===== config.mk =====
export PLATFORM = sky130hd
export DESIGN_NAME = chte_ram
export DESIGN_NICKNAME = d
export VERILOG_FILES = /design/src/sv/chained_hash_table_engine_top_macros.svh /design/src/sv/chte_ram.sv
export SDC_FILE = /design/constraint.sdc
export NUM_CORES = 1
export LEC_CHECK = 0
export BUFFER_PORTS_ARGS = -buffer_cell sky130_fd_sc_hd__buf_4
export CORE_MARGIN = 3
export CORE_UTILIZATION = 43
export CTS_CLUSTER_DIAMETER = 150
export DETAILED_ROUTE_END_ITERATION = 6
export GPL_TIMING_DRIVEN = 0
export MAX_ROUTING_LAYER = met4
export PLACE_DENSITY_LB_ADDON = 0.12
export SYNTH_ARGS = -nofsm -noshare
export SYNTH_HDL_FRONTEND = slang
export SYNTH_SLANG_ARGS = --single-unit

===== constraint.sdc =====
create_clock -name clk -period 4.5 [get_ports clk]
set_clock_uncertainty 0.1 [all_clocks]
set_input_delay 0.9 -clock clk [delete_from_list [all_inputs] [get_ports clk]]
set_output_delay 0.9 -clock clk [all_outputs]
set_load 0.05 [all_outputs]

===== src/sv/chained_hash_table_engine_top_macros.svh =====
// ----------------------------------------------------------------------------
// Assertion macros for the chained hash table engine
// Shared helpers that wrap concurrent assertions on clk and arst_n.
// ----------------------------------------------------------------------------
`ifndef CHAINED_HASH_TABLE_ENGINE_TOP_MACROS_SVH
`define CHAINED_HASH_TABLE_ENGINE_TOP_MACROS_SVH

// Check a property on every edge outside reset.
`define CHTE_ASSERT(label, prop, msg) \
	label: assert property (@(posedge clk) disable iff (!arst_n) prop) \
	else $error(msg);

// Check that a condition is followed by another in the next cycle.
`define CHTE_ASSERT_NEXT(label, ante, cons, msg) \
	label: assert property (@(posedge clk) disable iff (!arst_n) (ante) |=> (cons)) \
	else $error(msg);

`endif


===== src/sv/chte_ram.sv =====
// ----------------------------------------------------------------------------
// Generic RAM
// One write port and one read port, read data registered on read enable.
// ----------------------------------------------------------------------------
module chte_ram #(
	parameter int WIDTH = 8,
	parameter int DEPTH = 64
) (
	input  logic                     clk,
	input  logic                     we,
	input  logic [$clog2(DEPTH)-1:0] waddr,
	input  logic [WIDTH-1:0]         wdata,
	input  logic                     re,
	input  logic [$clog2(DEPTH)-1:0] raddr,
	output logic [WIDTH-1:0]         rdata
);

	logic [WIDTH-1:0] mem_q [DEPTH];

	always_ff @(posedge clk) begin
		if (we) begin
			mem_q[waddr] <= wdata;
		end
		if (re) begin
			rdata <= mem_q[raddr];
		end
	end

endmodule


## Yosys cells after proc, flatten, opt, wreduce, memory -nomap -nowiden

Memories as Yosys holds them, arrays and structs flattened. A register that Yosys moved wholly into a read port is not among the register bits.
Index checks and enable logic that the tools add are counted.

| operators by class | value |
|---|---|
| mux-type cells | 2 |

Operators with widths:

| operator | number |
|---|---|
| 1-bit two-way mux | 2 |

| word-level totals | value |
|---|---|
| flip-flop bits (word level) | 0 |
| memory bits (writable) | 512 |
| bits of input ports | 23 |
| logic and storage cells | 3 |
| memories | 1 |

Memory list:

| name | depth | width | rd ports | clocked after memory_dff | write ports | RTL line | source |
|---|---|---|---|---|---|---|---|
| mem_q | 64 | 8 | 1 | 1 | 1 | chte_ram.sv:18 | `logic [WIDTH-1:0] mem_q [DEPTH];` |

## Logic depth before layout (Yosys ltp)

Gate-level depths: netlist of run 1.

| logic depth | value |
|---|---|
| word-level depth | 2 |
| gate-level depth with buffers | 9 |
| depth with buffers taken out | 5 |

## Least setup slack after synthesis of run 1

OpenSTA, ideal clock, no wires.

| timing | value |
|---|---|
| path type | input -> register |
| start point | input port raddr[1] |
| end point | register rdata[3] (read register of mem_q), data pin |
| setup time | 0.266 ns |
| arrival time | 2.440 ns |
| path slack | 1.694 ns |
| stages | 7 |
| buffers on the path | 3 |
| cell sequence | buf_4 > buf_2 > buf_2 > mux4_2 > mux4_2 > o21ai_1 > o41ai_1 |

RTL lines:

| what | RTL line | source |
|---|---|---|
| from (decl) | chte_ram.sv:14 | `input logic [$clog2(DEPTH)-1:0] raddr,` |
| to (decl) | chte_ram.sv:15 | `output logic [WIDTH-1:0] rdata` |

==> impl_metrics.py, run 1 <==
metrics = {
    "run_status": {
        "status": "completed",
    },
    "cells_and_area": {
        "drive_above_1_share": 0.2521,
        "syn_to_final_growth_pct": 12.62,
        "layout.nets": 1041,
    },
    "clocking": {
        "cts.reportedPaths.clkPinSlew_ns": 0.06,
        "cts_hold_buf": 0,
        "cts_setup_buffers": 0,
        "root_buffer": "clkbuf_16",
        "clock-sinks": 520,
        "clock_path_buffers": 3,
        "post_cts_resized": 0,
        "cts_tree": "built",
        "clk_latency_ns": 0.59,
        "cts-htree-levels": 2,
        "numCtsBuffers": 54,
    },
    "critical_path": {
        "critical_path_class": "input port to flip-flop",
        "reg2regPathDepth": 5,
        "reg2reg_to": "rdata[4]",
        "cp-end-kind": "flip-flop",
        "cp_data_required_time_ns": 4.69,
        "crit_path_max_fanout": 10,
        "r2r-start": "mem_q[16][4]",
        "start_kind": "input port",
        "arrival_ns": 3.81,
        "r2r_slack_ns": 2.10,
    },
    "grt": {
        "grt_max_degree": 65,
        "grt_pass1_vias": 9849,
        "grt_pass1_wl_um": 71730,
        "overflow": 0,
        "grt_usage": 0.2100,
        "antenna_found_initial": 4,
    },
    "timing": {
        "finalSetupTns_ns": 0,
        "period_minus_slack_ns": 3.629,
        "max_freq_mhz": 275.6,
        "worst_pin_slew_ns": 1.268,
        "drv_slew": 0,
        "whs_ns": 0.5361,
        "period_share": 0.8064,
        "hold_viol": 0,
        "relSlewSlack": 0.1484,
        "setup_viol": 0,
        "rsz0062_at_grt": "false",
    },
    "route": {
        "remaining_drc_errors": 0,
        "vias_per_cell": 5.876,
        "dr_wl_met2_um": 22960,
        "wl_met1_um": 22310,
        "routed_wl_um": 50470,
        "vias": 9789,
        "top_layer": "met4",
        "wire_per_inst_um": 30.29,
        "drt-pass1-iter-count": 5,
        "drt_iter0_drc": 1131,
        "antenna_left": 0,
        "wl_met3_um": 3821,
    },
    "die": {
        "initial_core_util": 0.4405,
        "die-height_um": 223.0,
        "die_w_um": 223.0,
        "die_area_mm2": 0.04972,
        "pin_count": 31,
        "design.core.area_mm2": 0.04597,
        "rows": 78,
    },
    "run": {
        "maxCapViolations": 0,
    },
    "place": {
        "port-buffer-count": 22,
        "dp_hpwl_um": 31850,
        "gp_congestion": 0.8485,
    },
    "logic_synthesis": {
        "synthesis.nets": 963,
        "synth_edf_count": 520,
        "syn_area_mm2": 0.02025,
        "ys_seq_area_frac": 0.7712,
        "synth_area_per_cell_um2": 21.54,
        "synth_cells": 940,
        "synth-seq-cells": 520,
        "synth-warning-count": 0,
        "ys.flop_type": "edfxtp_1",
        "synth_cell_types": 39,
        "async_reset_ff_frac": 0,
    },
    "pwr": {
        "power_density_mw_per_mm2": 442.3,
        "vdd_drop_max_uv": 311.2,
        "p_leak_nw": 7.056,
    },
    "hold_path": {
        "min-delay-start": "re",
        "whs_endpoint": "rdata[3]",
        "worstHoldPathType": "input port to flip-flop",
        "hold_depth": 1,
    },
}
cell usage in the layout, fill, tap and decap left out, types with 4 or more instances in the layout:
cell	count
edfxtp_1	520
mux4_2	126
nor2_1	83
clkbuf_16	55
buf_4	35
clkbuf_1	26
mux2i_1	23
nand2_1	19
clkinv_1	17
clkinv_2	16
nor2b_1	14
mux2_2	13
nand3_1	13
buf_2	11
o221ai_1	8
o22ai_1	8
nand2b_1	7
nor3_1	7
a221oi_1	6
buf_6	4
buf_1	4
a211oi_1	4
flip-flops by register name, indices dropped and copies added (netlist names):
register / flops
mem_q: 512
rdata: 8
worst max-delay path by stage:
stage	start	end	slack, ns	depth (start not counted)
floorplan	raddr[1]	rdata[3]	1.69	7
global placement	raddr[1]	rdata[4]	0.38	8
detailed placement	raddr[1]	rdata[4]	0.40	8
CTS	raddr[1]	rdata[4]	1.04	8
global route	raddr[1]	rdata[6]	0.79	8
finish	raddr[1]	rdata[4]	0.87	8
synth_stat cells, types with 2 or more instances:
library cell  instances  share of area
a221oi_1              6         0.0026
nand3_1              13         0.0032
o22ai_1               8         0.0025
o2111ai_1             3         0.0013
o21ai_0               2        0.00049
o221a_2               2         0.0011
o32ai_1               2        0.00087
edfxtp_1            520           0.77
buf_1                 4        0.00074
o21ai_1               2        0.00049
nor3_1                7         0.0017
clkbuf_1             17         0.0032
a211oi_1              4         0.0015
a21oi_1               3        0.00074
nand2b_1              7         0.0022
mux2_2               13         0.0072
nand3b_1              3         0.0011
nand2_1              19         0.0035
buf_4                13         0.0048
a22oi_1               3         0.0011
buf_6                 4         0.0022
o2bb2ai_1             3         0.0013
nor2b_1              14         0.0043
mux2i_1              23          0.011
nor2_1               83          0.015
o21a_1                2        0.00074
o41ai_1               2        0.00087
a2111oi_0             2        0.00087
nand4_1               2        0.00062
nor4_1                2        0.00062
buf_2                11         0.0027
buf_12                2         0.0020
o221ai_1              8         0.0035
mux4_2              126           0.14
final cells by class:
type,count,area (um^2)
fill,3699,23160
sequential,520,15620
multi-input combinational,369,4315
clock buffer,64,1410
tap,600,750.7
buffer,51,316.6
clock inverter,37,221.5
timing repair buffer,22,165.2
antenna,3,7.507
critical path, stage by stage:
cell,delay (ns)
buf_4,0.19
buf_2,0.42
buf_1,0.88
nand2_1,0.42
o221ai_1,0.31
nor2_1,0.12
nor3_1,0.33
o32ai_1,0.22
stage by stage:
stage               std cells  area, um^2  setup slack, ns  total power [mW]  utilization
detailed placement       1562       21160           0.3971             6.057       0.4604
CTS                      1663       22790            1.039             10.17       0.4959
global placement         1562       21160           0.3758             6.050       0.4604
global route             1666       22800           0.7878             10.39       0.4961
finish                   1666       22800           0.8711             10.09       0.4961
floorplan                 940       20250            1.694             5.791            -
power by group:
group	switching, mW	total (mW)	internal (mW)
Clock	1.80	4.14	2.34
Sequential	0.0103	5.38	5.37
Combinational	0.371	0.566	0.195
cells by family after synthesis:
family                 after synthesis  share of synthesized area
DFF                                520                     0.7712
muxes                              162                     0.1588
and+or+nand+nor                    153                    0.03374
AOI/OAI and AO/OA                   54                    0.02064
buffers and inverters               51                    0.01563
metal layers:
metal  GRT usage  vias to the layer above
met1      0.2991                     5231
met5           -                        -
met4     0.06686                        0
met3     0.04895                       90
li1            -                     4102
met2      0.3032                      366
(Power assumes the default switching activity.)
==> run 2: changes to the inputs <==
ABC_AREA = 1   (was not set)
clock period = 3.58 ns   (was 4.5 ns; I/O delays follow)
==> impl_metrics.py, run 2 <==
metrics = {
    "run_status": {
        "status": "completed",
    },
    "clocking": {
        "post_cts_resized": 0,
        "cts_hold_buf": 0,
        "clock-sinks": 520,
        "clk_latency_ns": 0.62,
        "numCtsBuffers": 55,
        "cts.reportedPaths.clkPinSlew_ns": 0.06,
        "cts-htree-levels": 2,
        "clock_path_buffers": 3,
        "cts_tree": "built",
        "root_buffer": "clkbuf_16",
        "cts_setup_buffers": 0,
    },
    "logic_synthesis": {
        "yosysTopAreaCellShare": 0.7290,
        "synth_cells": 1805,
        "yosys-top-cells-area": "edfxtp_1 73%, nand2_1 11%, nand3_1 10%",
        "ys_seq_area_frac": 0.7290,
        "syn_area_mm2": 0.02142,
        "synth_top_family_by_area": "simple AND/OR/NAND/NOR gates",
        "synth-warning-count": 0,
        "yosys-mux-area-fraction": 0,
        "synth-simple-area-share": 0.2309,
        "synth_edf_count": 520,
        "synthesis.nets": 1828,
        "synth_compound_area_frac": 0,
        "synth_area_per_cell_um2": 11.87,
        "synth_top_cell_by_area": "edfxtp_1",
        "synth-adder-area-share": 0,
        "synth_xor_xnor_area_share": 0,
        "synth_cell_types": 15,
        "async_reset_ff_frac": 0,
        "ys.flop_type": "edfxtp_1",
        "synth_most_common_cell": "nand2_1",
        "ys_top_cells_by_count": "648 x nand2_1, 520 x edfxtp_1, 439 x nand3_1",
        "synth-seq-cells": 520,
    },
    "pwr": {
        "power_density_mw_per_mm2": 545.3,
        "p_int_mw": 10.17,
        "p_leak_nw": 8.732,
        "sw_frac_of_total": 0.2319,
        "p_sw_mw": 3.069,
        "vdd_drop_max_uv": 337.6,
        "clock_power_share": 0.418,
        "power.total_mw": 13.24,
        "combinationalPowerShare": 0.071,
        "seqPwrFrac": 0.511,
    },
    "route": {
        "vias_per_cell": 5.520,
        "antenna_left": 0,
        "routed_wl_um": 63920,
        "vias": 14368,
        "drt_iter0_drc": 1512,
        "drt-pass1-iter-count": 5,
        "remaining_drc_errors": 0,
        "wire_per_inst_um": 24.56,
    },
    "cells_and_area": {
        "syn_to_final_growth_pct": 13.31,
        "largest_reg_flops": 512,
        "utilization": 0.4948,
        "layout.nets": 1915,
        "regMostFlops": "mem_q",
        "fin_cells": 2603,
        "final_area_mm2": 0.02427,
        "final_common_cell": "nand2_1",
        "final_cell_mix": "648 x nand2_1, 520 x edfxtp_1, 439 x nand3_1",
        "drive_above_1_share": 0.1049,
        "reg_top3": "mem_q: 512 flops, rdata: 8 flops",
    },
    "grt": {
        "overflow": 0,
        "grt_max_degree": 65,
        "grt_use_met1": 0.3629,
        "gr-usage-met2": 0.3763,
        "antenna_found_initial": 4,
        "grt_usage": 0.2522,
        "grt_most_used_layer": "met2",
        "met3_usage": 0.04328,
        "grt_pass1_vias": 13641,
        "grt_pass1_wl_um": 93700,
    },
    "die": {
        "pin_count": 31,
        "die-height_um": 229.2,
        "initial_core_util": 0.4367,
        "die_w_um": 229.2,
        "die_area_mm2": 0.05253,
        "design.core.area_mm2": 0.04905,
        "rows": 81,
    },
    "place": {
        "dp.cells": 2499,
        "port-buffer-count": 22,
        "dp_hpwl_um": 43150,
        "place_area_mm2": 0.02253,
        "place_ws_ns": 0.1523,
        "gp_congestion": 1.017,
    },
    "timing": {
        "worst_pin_slew_ns": 1.064,
        "relSlewSlack": 0.2884,
        "period_share": 0.8151,
        "rsz0062_at_grt": "false",
        "finalSetupTns_ns": 0,
        "whs_ns": 0.3163,
        "max_freq_mhz": 342.7,
        "fin_ws_ns": 0.6620,
        "drv_slew": 0,
        "period_minus_slack_ns": 2.918,
        "setup_viol": 0,
        "hold_viol": 0,
    },
    "critical_path": {
        "crit_start": "waddr[0]",
        "r2r-start": "mem_q[55][0]",
        "start_kind": "input port",
        "cp-end-kind": "flip-flop",
        "r2r_slack_ns": 1.91,
        "arrival_ns": 3.04,
        "cp_data_required_time_ns": 3.70,
        "slowest_delay_ns": 1.08,
        "cp_cell_sequence": "clkbuf_1 > inv_1 > nand4_1 > nor2_1",
        "critical_path_class": "input port to flip-flop",
        "cp_slowest_cell": "nor2_1",
        "crit_path_max_fanout": 9,
    },
    "hold_path": {
        "worstHoldPathType": "input port to flip-flop",
        "min-delay-start": "re",
    },
    "run": {
        "maxCapViolations": 0,
    },
}
==> run 2: logic make-up after synthesis <==
group                  count (synthesis)
and+or+nand+nor                     1160
DFF                                  520
buffers and inverters                125
==> run 2: area by class of cell <==
cell class / count / area (um^2)
flip-flops and latches: 520 / 15620
well taps: 664 / 830.8
diodes: 3 / 7.507
clock inverters: 37 / 285.3
inverters: 12 / 50.05
multi-input cells: 1160 / 4996
plain buffers: 113 / 808.3
fillers: 4386 / 24780
repair buffers: 30 / 225.2
clock buffers: 64 / 1453
==> run 2: critical path: cells and delay by family <==
family / cells / cell delay [ns]
simple gates: 2 / 1.77
buf+inv: 2 / 0.54
==> run 2: per-layer routing <==
layer  share of wire  vias up
li1                -     6551
met4           0.026        0
met3           0.075      108
met1            0.45     7123
met2            0.45      586
met5               0        -
==> run 2: path summary, 6_finish.rpt <==
kind | to | depth (start not counted)
worst min register to register | rdata[7] | 8
worst max register to register | rdata[0] | 8
worst min-delay path | rdata[4] | 1
worst max-delay path | mem_q[40][2] | 4
==> run 2: power by group through the flow <==
stage	Sequential (mW)	Combinational (mW)	Clock, mW
floorplan	6.92	0.474	0
global placement	6.90	0.915	0
detailed placement	6.90	0.926	0
CTS	6.77	0.928	5.59
global route	6.77	1.00	5.86
finish	6.77	0.933	5.53
